`config.mk`:
```
export PLATFORM = sky130hd
export DESIGN_NAME = emulated_alu_with_register_file_unit_flat
export DESIGN_NICKNAME = d
export VERILOG_FILES = /design/src/rtl/eaalu_pkg.sv /design/src/rtl/eaalu_in_if.sv /design/src/rtl/eaalu_out_if.sv /design/src/rtl/emulated_alu_with_register_file_unit.sv /design/src/rtl/eaalu_rf.sv /design/src/rtl/eaalu_exec.sv /design/src/flat_wrapper.sv
export SDC_FILE = /design/constraint.sdc
export NUM_CORES = 2
export LEC_CHECK = 0
export BUFFER_PORTS_ARGS = -buffer_cell sky130_fd_sc_hd__buf_2
export CAP_MARGIN = 20
export CORE_ASPECT_RATIO = 1.2
export CORE_MARGIN = 5
export CORE_UTILIZATION = 55
export CTS_CLUSTER_DIAMETER = 150
export DETAILED_ROUTE_END_ITERATION = 8
export PLACE_DENSITY = 0.7
export SLEW_MARGIN = 5
export SYNTH_ARGS = -nofsm -noshare
export SYNTH_HDL_FRONTEND = slang
export SYNTH_SLANG_ARGS = --single-unit
```
`constraint.sdc`:
```
create_clock -name clk -period 8.1 [get_ports clk]
set_input_delay 0.405 -clock clk [delete_from_list [all_inputs] [get_ports clk]]
set_output_delay 0.405 -clock clk [all_outputs]
set_load 0.05 [all_outputs]
```
`src/rtl/eaalu_pkg.sv`:
```
package eaalu_pkg;

  localparam int DATA_W = 32;
  localparam int OP_W   = 4;
  localparam int IDX_W  = 5;
  localparam int SH_W   = 5;

  localparam logic [OP_W-1:0] OP_ADD = 4'd0;
  localparam logic [OP_W-1:0] OP_ADC = 4'd1;
  localparam logic [OP_W-1:0] OP_SUB = 4'd2;
  localparam logic [OP_W-1:0] OP_SUC = 4'd3;
  localparam logic [OP_W-1:0] OP_RSB = 4'd4;
  localparam logic [OP_W-1:0] OP_RSC = 4'd5;
  localparam logic [OP_W-1:0] OP_LSL = 4'd6;
  localparam logic [OP_W-1:0] OP_LSR = 4'd7;
  localparam logic [OP_W-1:0] OP_AND = 4'd8;
  localparam logic [OP_W-1:0] OP_OR  = 4'd9;
  localparam logic [OP_W-1:0] OP_XOR = 4'd10;
  localparam logic [OP_W-1:0] OP_NOT = 4'd11;
  localparam logic [OP_W-1:0] OP_MIN = 4'd12;
  localparam logic [OP_W-1:0] OP_MAX = 4'd13;
  localparam logic [OP_W-1:0] OP_CLR = 4'd14;
  localparam logic [OP_W-1:0] OP_SET = 4'd15;

  typedef logic [OP_W-1:0]   op_t;
  typedef logic [DATA_W-1:0] word_t;

  typedef struct packed {
    word_t value;
    logic  carry;
  } alu_res_t;

  // Add, subtract and the reverse forms, with or without carry.
  function automatic logic is_arith(input op_t op);
    logic res;
    case (op)
      OP_ADD, OP_ADC, OP_SUB, OP_SUC, OP_RSB, OP_RSC: res = 1'b1;
      default: res = 1'b0;
    endcase
    return res;
  endfunction

endpackage

```
`src/rtl/eaalu_in_if.sv`:
```
interface eaalu_in_if #(
  parameter int IMM_BITS = 16
);
  logic                valid;
  logic                ready;
  logic [3:0]          operation;
  logic [4:0]          dest_index;
  logic [4:0]          src1_index;
  logic [4:0]          src2_index;
  logic                use_immediate;
  logic [IMM_BITS-1:0] immediate_value;

  modport source (
    output valid, operation, dest_index, src1_index, src2_index,
           use_immediate, immediate_value,
    input  ready
  );
  modport sink (
    input  valid, operation, dest_index, src1_index, src2_index,
           use_immediate, immediate_value,
    output ready
  );
endinterface

```
`src/rtl/eaalu_out_if.sv`:
```
interface eaalu_out_if;
  logic        valid;
  logic        ready;
  logic [31:0] result_value;
  logic        carry_flag;

  modport source (
    output valid, result_value, carry_flag,
    input  ready
  );
  modport sink (
    input  valid, result_value, carry_flag,
    output ready
  );
endinterface

```
`src/rtl/emulated_alu_with_register_file_unit.sv`:
```
// Channel | Dir | Beat contents
// --------+-----+------------------------------------------------------------
// in_ch   | in  | operation, dest_index, src1_index, src2_index,
//         |     | use_immediate, immediate_value (one instruction)
// out_ch  | out | result_value, carry_flag (one per instruction)
//
// One instruction per cycle sustained while out_ch is ready. From the input
// beat to the result beat: register file read, then ALU into the output
// register, through the register file read port and the single ALU pass.
// Reset (rst_n low, synchronous) clears the valid bits of the register file,
// the carry and all handshake state; registers read as zero until written.
// A stalled output holds the execute stage, which in turn holds off in_ch.
module emulated_alu_with_register_file_unit #(
  parameter int NUM_REGS = 32,
  parameter int IMM_BITS = 16
) (
  input  logic        clk,
  input  logic        rst_n,
  eaalu_in_if.sink    in_ch,
  eaalu_out_if.source out_ch
);
  import eaalu_pkg::*;

  localparam int AW      = $clog2(NUM_REGS);
  localparam int IDX_CNT = 2 ** IDX_W;

  // Index wrap modulo the file depth, worked out at elaboration.
  logic [AW-1:0] slot_lut [IDX_CNT];

  for (genvar g = 0; g < IDX_CNT; g++) begin : g_slot
    assign slot_lut[g] = AW'(g % NUM_REGS);
  end

  // Execute stage.
  logic                s1_vld_r;
  op_t                 s1_op_r;
  logic [AW-1:0]       s1_rd_r;
  logic                s1_imm_sel_r;
  logic [IMM_BITS-1:0] s1_imm_r;

  // Output register and architectural carry.
  logic     out_vld_r;
  word_t    out_res_r;
  logic     out_cry_r;
  logic     carry_r;

  logic     in_acc;
  logic     s1_adv;
  logic     in_ready;
  word_t    opa;
  word_t    rs2_data;
  word_t    opb;
  alu_res_t alu_res;

  assign s1_adv   = s1_vld_r && (!out_vld_r || out_ch.ready);
  assign in_ready = !s1_vld_r || s1_adv;
  assign in_acc   = in_ch.valid && in_ready;

  // Read both sources on the accepting edge; the write of the instruction
  // leaving the execute stage on that same edge is bypassed inside.
  eaalu_rf #(
    .NUM_REGS (NUM_REGS),
    .AW       (AW)
  ) u_rf (
    .clk      (clk),
    .rst_n    (rst_n),
    .rd_en    (in_acc),
    .rd_addr1 (slot_lut[in_ch.src1_index]),
    .rd_addr2 (slot_lut[in_ch.src2_index]),
    .wr_en    (s1_adv),
    .wr_addr  (s1_rd_r),
    .wr_data  (alu_res.value),
    .rd_data1 (opa),
    .rd_data2 (rs2_data)
  );

  assign opb = s1_imm_sel_r ? word_t'(s1_imm_r) : rs2_data;

  eaalu_exec u_exec (
    .op       (s1_op_r),
    .opa      (opa),
    .opb      (opb),
    .carry_in (carry_r),
    .res      (alu_res)
  );

  // Capture the instruction fields with the read.
  always_ff @(posedge clk) begin
    if (in_acc) begin
      s1_op_r      <= in_ch.operation;
      s1_rd_r      <= slot_lut[in_ch.dest_index];
      s1_imm_sel_r <= in_ch.use_immediate;
      s1_imm_r     <= in_ch.immediate_value;
    end
    if (s1_adv) begin
      out_res_r <= alu_res.value;
      out_cry_r <= alu_res.carry;
    end
  end

  always_ff @(posedge clk) begin
    if (!rst_n) begin
      s1_vld_r  <= 1'b0;
      out_vld_r <= 1'b0;
      carry_r   <= 1'b0;
    end else begin
      if (in_acc) begin
        s1_vld_r <= 1'b1;
      end else if (s1_adv) begin
        s1_vld_r <= 1'b0;
      end
      // commit the carry together with the register write
      if (s1_adv) begin
        out_vld_r <= 1'b1;
        carry_r   <= alu_res.carry;
      end else if (out_ch.ready) begin
        out_vld_r <= 1'b0;
      end
    end
  end

  assign in_ch.ready         = in_ready;
  assign out_ch.valid        = out_vld_r;
  assign out_ch.result_value = out_res_r;
  assign out_ch.carry_flag   = out_cry_r;

  // A retiring instruction always lands in the output register.
  a_adv_fills_out : assert property (@(posedge clk) disable iff (!rst_n)
    s1_adv |=> out_vld_r)
    else $error("retired instruction missing from output register");

  // Non-arithmetic instructions leave the carry alone.
  a_carry_kept : assert property (@(posedge clk) disable iff (!rst_n)
    s1_adv && !is_arith(s1_op_r) |=> $stable(carry_r))
    else $error("carry changed by non-arithmetic instruction");

  // After each retirement the reported carry matches the architectural carry.
  a_carry_match : assert property (@(posedge clk) disable iff (!rst_n)
    s1_adv |=> (out_cry_r == carry_r))
    else $error("output carry differs from carry register");

  // Input is held off only by a full, stalled pipe.
  a_backpressure : assert property (@(posedge clk) disable iff (!rst_n)
    !in_ready |-> (s1_vld_r && out_vld_r && !out_ch.ready))
    else $error("input stalled without a full pipe");

endmodule

```
`src/rtl/eaalu_rf.sv`:
```
module eaalu_rf #(
  parameter int NUM_REGS = 32,
  parameter int AW       = 5
) (
  input  logic                  clk,
  input  logic                  rst_n,
  input  logic                  rd_en,
  input  logic [AW-1:0]         rd_addr1,
  input  logic [AW-1:0]         rd_addr2,
  input  logic                  wr_en,
  input  logic [AW-1:0]         wr_addr,
  input  eaalu_pkg::word_t      wr_data,
  output eaalu_pkg::word_t      rd_data1,
  output eaalu_pkg::word_t      rd_data2
);
  import eaalu_pkg::*;

  word_t               mem [NUM_REGS];
  logic [NUM_REGS-1:0] vld_r;
  word_t               rdat1_r;
  word_t               rdat2_r;
  logic                rvld1_r;
  logic                rvld2_r;
  logic                byp1_r;
  logic                byp2_r;
  word_t               byp_data_r;

  always_ff @(posedge clk) begin
    if (wr_en) begin
      mem[wr_addr] <= wr_data;
    end
    if (rd_en) begin
      rdat1_r    <= mem[rd_addr1];
      rdat2_r    <= mem[rd_addr2];
      byp_data_r <= wr_data;
    end
  end

  // Valid bits stand in for the all-zero reset of the array.
  always_ff @(posedge clk) begin
    if (!rst_n) begin
      vld_r   <= '0;
      rvld1_r <= 1'b0;
      rvld2_r <= 1'b0;
      byp1_r  <= 1'b0;
      byp2_r  <= 1'b0;
    end else begin
      if (wr_en) begin
        vld_r[wr_addr] <= 1'b1;
      end
      if (rd_en) begin
        rvld1_r <= vld_r[rd_addr1];
        rvld2_r <= vld_r[rd_addr2];
        // a write on the same edge as the read lands too late for the array
        byp1_r  <= wr_en && (wr_addr == rd_addr1);
        byp2_r  <= wr_en && (wr_addr == rd_addr2);
      end
    end
  end

  assign rd_data1 = byp1_r ? byp_data_r : (rvld1_r ? rdat1_r : '0);
  assign rd_data2 = byp2_r ? byp_data_r : (rvld2_r ? rdat2_r : '0);

endmodule

```
`src/rtl/eaalu_exec.sv`:
```
module eaalu_exec (
  input  eaalu_pkg::op_t     op,
  input  eaalu_pkg::word_t   opa,
  input  eaalu_pkg::word_t   opb,
  input  logic               carry_in,
  output eaalu_pkg::alu_res_t res
);
  import eaalu_pkg::*;

  word_t             add_x;
  word_t             add_y;
  logic              add_ci;
  word_t             sum;
  logic [SH_W-1:0]   sh;
  word_t             bit_mask;
  word_t             value;

  // One adder serves all six arithmetic forms: x + y + ci.
  always_comb begin
    add_x  = opa;
    add_y  = opb;
    add_ci = 1'b0;
    case (op)
      OP_ADC: add_ci = carry_in;
      OP_SUB: begin
        add_y  = ~opb;
        add_ci = 1'b1;
      end
      OP_SUC: begin
        add_y  = ~opb;
        add_ci = ~carry_in;
      end
      OP_RSB: begin
        add_x  = opb;
        add_y  = ~opa;
        add_ci = 1'b1;
      end
      OP_RSC: begin
        add_x  = opb;
        add_y  = ~opa;
        add_ci = ~carry_in;
      end
      default: begin
        add_x  = opa;
        add_y  = opb;
        add_ci = 1'b0;
      end
    endcase
  end

  assign sum      = add_x + add_y + word_t'(add_ci);
  assign sh       = opb[SH_W-1:0];
  assign bit_mask = word_t'(1) << sh;

  always_comb begin
    case (op)
      OP_ADD, OP_ADC, OP_SUB, OP_SUC, OP_RSB, OP_RSC: value = sum;
      OP_LSL:  value = opa << sh;
      OP_LSR:  value = opa >> sh;
      OP_AND:  value = opa & opb;
      OP_OR:   value = opa | opb;
      OP_XOR:  value = opa ^ opb;
      OP_NOT:  value = ~opa;
      OP_MIN:  value = (opa < opb) ? opa : opb;
      OP_MAX:  value = (opa > opb) ? opa : opb;
      OP_CLR:  value = opa & ~bit_mask;
      default: value = opa | bit_mask;
    endcase
  end

  // Arithmetic takes bit 31 of the result as carry; the rest keep it.
  assign res.value = value;
  assign res.carry = is_arith(op) ? value[DATA_W-1] : carry_in;

endmodule
```
`src/flat_wrapper.sv`:
```
// flat-port wrapper written by rule: the top's interface ports become plain ports
module emulated_alu_with_register_file_unit_flat import eaalu_pkg::*;
#(
  parameter int NUM_REGS = 32,
  parameter int IMM_BITS = 16
)
  (clk, rst_n, in_ch_valid, in_ch_operation, in_ch_dest_index, in_ch_src1_index, in_ch_src2_index, in_ch_use_immediate, in_ch_immediate_value, in_ch_ready, out_ch_valid, out_ch_result_value, out_ch_carry_flag, out_ch_ready);
  eaalu_in_if #(.IMM_BITS(IMM_BITS)) in_ch_i ();
  eaalu_out_if out_ch_i ();
  input  logic clk;
  input  logic rst_n;
  input wire logic [$bits(in_ch_i.valid)-1:0] in_ch_valid;
  input wire logic [$bits(in_ch_i.operation)-1:0] in_ch_operation;
  input wire logic [$bits(in_ch_i.dest_index)-1:0] in_ch_dest_index;
  input wire logic [$bits(in_ch_i.src1_index)-1:0] in_ch_src1_index;
  input wire logic [$bits(in_ch_i.src2_index)-1:0] in_ch_src2_index;
  input wire logic [$bits(in_ch_i.use_immediate)-1:0] in_ch_use_immediate;
  input wire logic [$bits(in_ch_i.immediate_value)-1:0] in_ch_immediate_value;
  output wire logic [$bits(in_ch_i.ready)-1:0] in_ch_ready;
  output wire logic [$bits(out_ch_i.valid)-1:0] out_ch_valid;
  output wire logic [$bits(out_ch_i.result_value)-1:0] out_ch_result_value;
  output wire logic [$bits(out_ch_i.carry_flag)-1:0] out_ch_carry_flag;
  input wire logic [$bits(out_ch_i.ready)-1:0] out_ch_ready;
  assign in_ch_i.valid = in_ch_valid;
  assign in_ch_i.operation = in_ch_operation;
  assign in_ch_i.dest_index = in_ch_dest_index;
  assign in_ch_i.src1_index = in_ch_src1_index;
  assign in_ch_i.src2_index = in_ch_src2_index;
  assign in_ch_i.use_immediate = in_ch_use_immediate;
  assign in_ch_i.immediate_value = in_ch_immediate_value;
  assign in_ch_ready = in_ch_i.ready;
  assign out_ch_valid = out_ch_i.valid;
  assign out_ch_result_value = out_ch_i.result_value;
  assign out_ch_carry_flag = out_ch_i.carry_flag;
  assign out_ch_i.ready = out_ch_ready;
  emulated_alu_with_register_file_unit #(.NUM_REGS(NUM_REGS), .IMM_BITS(IMM_BITS)) u_core (.clk(clk), .rst_n(rst_n), .in_ch(in_ch_i), .out_ch(out_ch_i));
endmodule
```
---- Word level (Yosys, flattened, before mapping) ----
Memory sizes are Yosys's and may differ from the RTL's. A register that Yosys moved wholly into a read port is not among the register bits.
Index checks and enable logic that the tools add are counted.
W data, S select, Z words.
storage, ports and cells
  bits in registers ....................... 125
  bits in writable memories ............... 1,024
  ROM bits ................................ 480
  output and inout bits ................... 35
  word-level logic and storage cells ...... 106
  memories kept ........................... 4
cells by class
  add/subtract/negate cells ............... 2
  $lt $le $gt $ge ......................... 8
  eq/ne operators ......................... 16
  shift-type cells ........................ 3
  multiplexer cells ....................... 29
  bitwise gates (word level) .............. 13
  reductions and logical operators ........ 17
memory list
  name              words  width  rd ports  clocked after Yosys merged registers in  write ports  line                                        source
  u_core.u_rf.mem   32     32     2         2                                        1            eaalu_rf.sv:18                              word_t mem [NUM_REGS];
  (name not given)  32     5      1         0                                        0            emulated_alu_with_register_file_unit.sv:68  .rd_addr1 (slot_lut[in_ch.src1_index]),
  (name not given)  32     5      1         0                                        0            emulated_alu_with_register_file_unit.sv:69  .rd_addr2 (slot_lut[in_ch.src2_index]),
  (name not given)  32     5      1         1                                        0            emulated_alu_with_register_file_unit.sv:91  s1_rd_r <= slot_lut[in_ch.dest_index];
operators by type and width
  operator                count
  $pmux W32 S10           1
  $mux W32                8
  $not A32 Y32            3
  $or A32 B32 Y32         3
  $and A32 B32 Y32        2
  $pmux W32 S2            1
  $add A32 B1 Y32         1
  $add A32 B32 Y32        1
  $gt A32 B32 Y1          1
  $lt A32 B32 Y1          1
  $shl A1 B5 Y32 const A  1
  $shl A32 B5 Y32         1
  $shr A32 B5 Y32         1
  $xor A32 B32 Y32        1
  $eq A4 B4 Y1 const B    7
  $mux W5                 4
  $lt A5 B6 Y1 const B    3
  $not A5 Y6              3
  $eq A4 B3 Y1 const B    4
  $ge A6 B6 Y1 const B    2
  $mux W1                 11
  $bmux W1 S5             2
  $eq A5 B5 Y1            2
  $eq A4 B2 Y1 const B    2
  12 further kinds        22

---- Longest topological paths before layout ----
  depth in word-level cells ............... 9
  gate-level depth with buffers ........... 22

---- Modules after synthesis ----
From an unflattened synthesis, not the netlist that was laid out.
unflattened totals
  cell total of the unflattened synthesis .. 3,954
  area total of the unflattened synthesis .. 64,705.8 um^2
by module, submodules not included
  module                                times used  cells an instance  area each (um^2)  sequential area each (um^2)
  eaalu_rf                              1           2,290              52,170.0          34,352.9
  eaalu_exec                            1           1,557              10,327.4          0.0
  emulated_alu_with_register_file_unit  1           107                2,208.4           1,831.8

---- Worst setup path before layout ----
OpenSTA, ideal clock, no wires.
  path kind ............................... flip-flop to flip-flop
  start ................................... reg u_core.u_rf.byp2_r
  end ..................................... reg u_core.out_res_r[7], in the netlist u_core.out_ch.result_value[7] (data pin)
  setup time .............................. 0.483 ns
  arrival time ............................ 5.441 ns
  data required time ...................... 7.617 ns
  path slack .............................. 2.175 ns
  cell stages (with the launch flop) ...... 19
  buffers on the path ..................... 4
  clock period less this slack ............ 5.925 ns
  cell sequence ........................... dfxtp_1 -> buf_2 -> nor2b_1 -> clkbuf_1 -> clkbuf_1 -> clkbuf_1 -> a22oi_1 -> o21ai_0 -> inv_1 -> ha_1 -> nand4_1 -> or4_1 -> a21o_1 -> a31o_1 -> a211oi_4 -> nand2_2 -> nor2_1 -> nor3_1 -> a211oi_1
RTL lines
  item                    line                                        source
  start, declared         eaalu_rf.sv:25                              logic byp2_r;
  start signal, assigned  eaalu_rf.sv:56                              byp2_r <= wr_en && (wr_addr == rd_addr2);
  end signal, assigned    emulated_alu_with_register_file_unit.sv:96  out_res_r <= alu_res.value;
  end, declared           emulated_alu_with_register_file_unit.sv:43  word_t out_res_r;

==> results.cfg <==
[clock_network]
insertion_delay_ns = 0.76
cts.clk_slew.worst_paths_ns = 0.07
cts_tree = built
cts_buffers = 118
cts.sinks = 1218
cts-root-buf = clkbuf_16
cts-htree-levels = 3
clockBufferDepth = 3
cts_resized = 0

[yosys]
synth-async-reset-ratio = 0
ys_warn_count = 0
synthFlopType = edfxtp_1
synth_area_leaders = edfxtp_1 (56%), mux4_2 (23%), mux2i_1 (1.5%)
yosysUniqueCellTypes = 88
yosys.area.top_type = edfxtp_1
ys_top_cells_by_count = edfxtp_1 (1,179), mux4_2 (660), nor2_1 (218), nand2_1 (217), clkbuf_1 (202)
ys_ff_latch = 1218
post-synth-top-count-cell = edfxtp_1
yosysTopAreaCellShare = 0.559
syn_inst = 3882
synth.avg_cell_area_sq_um = 16.3
ys_seq_area_frac = 0.572
synth-edff-count = 1179
syn-cell-area_sq_um = 63300
syn_nets = 3988

[run_status]
status = finished, final reports clean

[finish]
layout.nets = 4051
drive_gt1_frac = 0.309
n_fill_cell = 8245
area_growth_pct = 11.1

[sta]
rsz0062_at_grt = no
whs_ns = 0.372
setup_tns_ns = 0
period_needed_ns = 6.45
final.setup.worst_slack_ns = 1.65
timing.final.crit_share = 0.797
max_freq_mhz = 155
hold_viol = 0
max_slew.worst_pin.slew_ns = 1.16
drv_slew = 0
skew_ns = 0.0349
slew_headroom = 0.227
setup_viol = 0

[pwr]
p_total_mw = 15.0
p_leak_nw = 22.6
ir_worst_vdd_mv = 0.187
powerDensity_nw_per_um2 = 214

[critical_path]
cp.required_ns = 8.39
arrival_ns = 6.74
startpoint_type = flip-flop
cp_cell_sequence = nand2_1 -> nand2_1 -> o221ai_1 -> fa_1 -> inv_1 -> fa_1 -> nand2b_1 -> a21oi_1 -> nor4b_1 -> buf_4 -> o21ai_0 -> and4_1 -> o21ai_0 -> a211oi_1 -> nand4_1 -> a21o_1
cp_max_fo = 34
slowest_delay_ns = 0.67
cp_slowest_cell = o21ai_0
critPathCaptureType = flip-flop
worstSetupPathType = flip-flop to flip-flop

[die]
row_count = 136
die_width_um = 320
design.die.area_sq_um = 122000
start_util = 0.553
die_h_um = 382
io_pins = 75
core_area_sq_um = 115000

[placement]
numPortBuffers = 74
hpwlAfterDp_um = 139000
place_congestion = 1.14
dpl_worst_slack_ns = 1.98

[global_routing]
track_usage = 0.356
grt_pass1_vias = 41341
antenna_found_initial = 7
gr-total-overflow = 0
grt_max_degree = 128
grt_pass1_wl_um = 309000

[drt]
wire_per_inst_um = 39.4
num_vias = 41838
drc_errors = 0
first_pass_iters = 5
drt-total-wl_um = 220000
ant_nets = 0
vias_per_cell = 7.51
drtIter0Drc = 6128

[flow_run]
drv_cap = 0

[worst_hold_path]
hold_class = input port to flip-flop
## worst paths after layout
check / cells past startpoint / end / slack [ns] / from
setup / recovery: 16 / u_core.u_rf.mem[21][24]$_DFFE_PP_ / 1.65 / u_core.s1_op_r[1]$_DFFE_PP_
hold reg to reg: 1 / u_core.u_rf.vld_r[10]$_SDFFE_PN0P_ / 0.49 / u_core.u_rf.vld_r[10]$_SDFFE_PN0P_
setup reg to reg: 16 / u_core.u_rf.mem[21][24]$_DFFE_PP_ / 1.65 / u_core.s1_op_r[1]$_DFFE_PP_
hold / removal: 2 / u_core.s1_rd_r[3]$_DFFE_PP_ / 0.37 / in_ch_dest_index[3]
## what timing repair did
action | 4_1_cts | 5_1_grt
hold buffers | 28 | 0
endpoints found under the hold margin | 28 | 0
setup buffers | 0 | 0
## power by group
group	total, mW	internal [mW]	leakage [nW]	switching (mW)
clock	5.57	3.13	1.89	2.44
sequential	7.36	7.28	11.2	0.0806
combinational	2.11	0.734	9.57	1.37
## cell families (layout without fill, tap and decap cells)
family | count (synthesis) | after routing | share of synthesized area
flops | 1218 | 1218 | 0.572
xor+xnor | 38 | 38 | 0.00526
compound gates | 706 | 706 | 0.0763
mux | 835 | 835 | 0.264
fa+ha+maj | 66 | 66 | 0.0133
other cells | 0 | 5 | 0
simple gates | 652 | 652 | 0.0460
buf+inv | 367 | 532 | 0.0233
## worst max-delay path, delay by kind of cell (launching register included)
kind            cells  cell delay (ns)
compound gates      6             2.39
fa+ha+maj           2             0.76
buf+inv             2             0.24
flops               1             0.65
simple gates        6             1.95
## cells in the final DEF (no fill, tap or decap), types with 33 or more instances in the layout
cell type,count
o221ai_1,51
ha_1,64
o21ai_0,113
nor2_1,184
a21oi_1,134
buf_2,67
o21a_1,62
nor2_4,33
clkbuf_16,118
mux2_2,77
edfxtp_1,1179
clkinv_1,37
inv_1,46
mux2i_1,96
nand2_1,217
mux4_2,660
a22oi_1,59
nand3_1,49
buf_4,137
nor3_1,45
dfxtp_1,36
## routing by layer
layer	track usage	part of all wire	vias up
li1	-	-	16459
met1	0.477	0.35	21767
met2	0.567	0.48	2992
met3	0.0743	0.11	618
met4	0.169	0.059	2
met5	0	0.000050	-
## state kept, by name, summed over array words and instances (netlist names), 4 cells and up
register                    cells
u_core.out_ch.result_value     32
u_core.s1_imm_r                16
u_core.s1_op_r                  4
u_core.s1_rd_r                  5
u_core.u_rf.byp_data_r         32
u_core.u_rf.mem              1024
u_core.u_rf.rdat1_r            32
u_core.u_rf.rdat2_r            32
u_core.u_rf.vld_r              32
## final cells by class
type                       instances  area [sq um]  area share
antenna                            5          12.5    0.000178
clock buffer                     130          3000      0.0426
clock inverter                    92           917      0.0130
inverter                          58           225     0.00320
multi-input combinational       2297         26100       0.371
sequential                      1218         36200       0.515
tap                             1518          1900      0.0270
timing repair buffer             252          1980      0.0282
## through the flow
| stage | util | instance area, sq um | instances |
|---|---|---|---|
| after detailed placement | 0.577 | 66000 | 5310 |
| after CTS | 0.613 | 70200 | 5560 |
| after floorplan | - | 63300 | 3882 |
| final | 0.614 | 70300 | 5570 |
| after global routing | 0.614 | 70300 | 5565 |
| after global placement | 0.576 | 66000 | 5307 |
No activity file was read; power rests on OpenSTA's default activity.
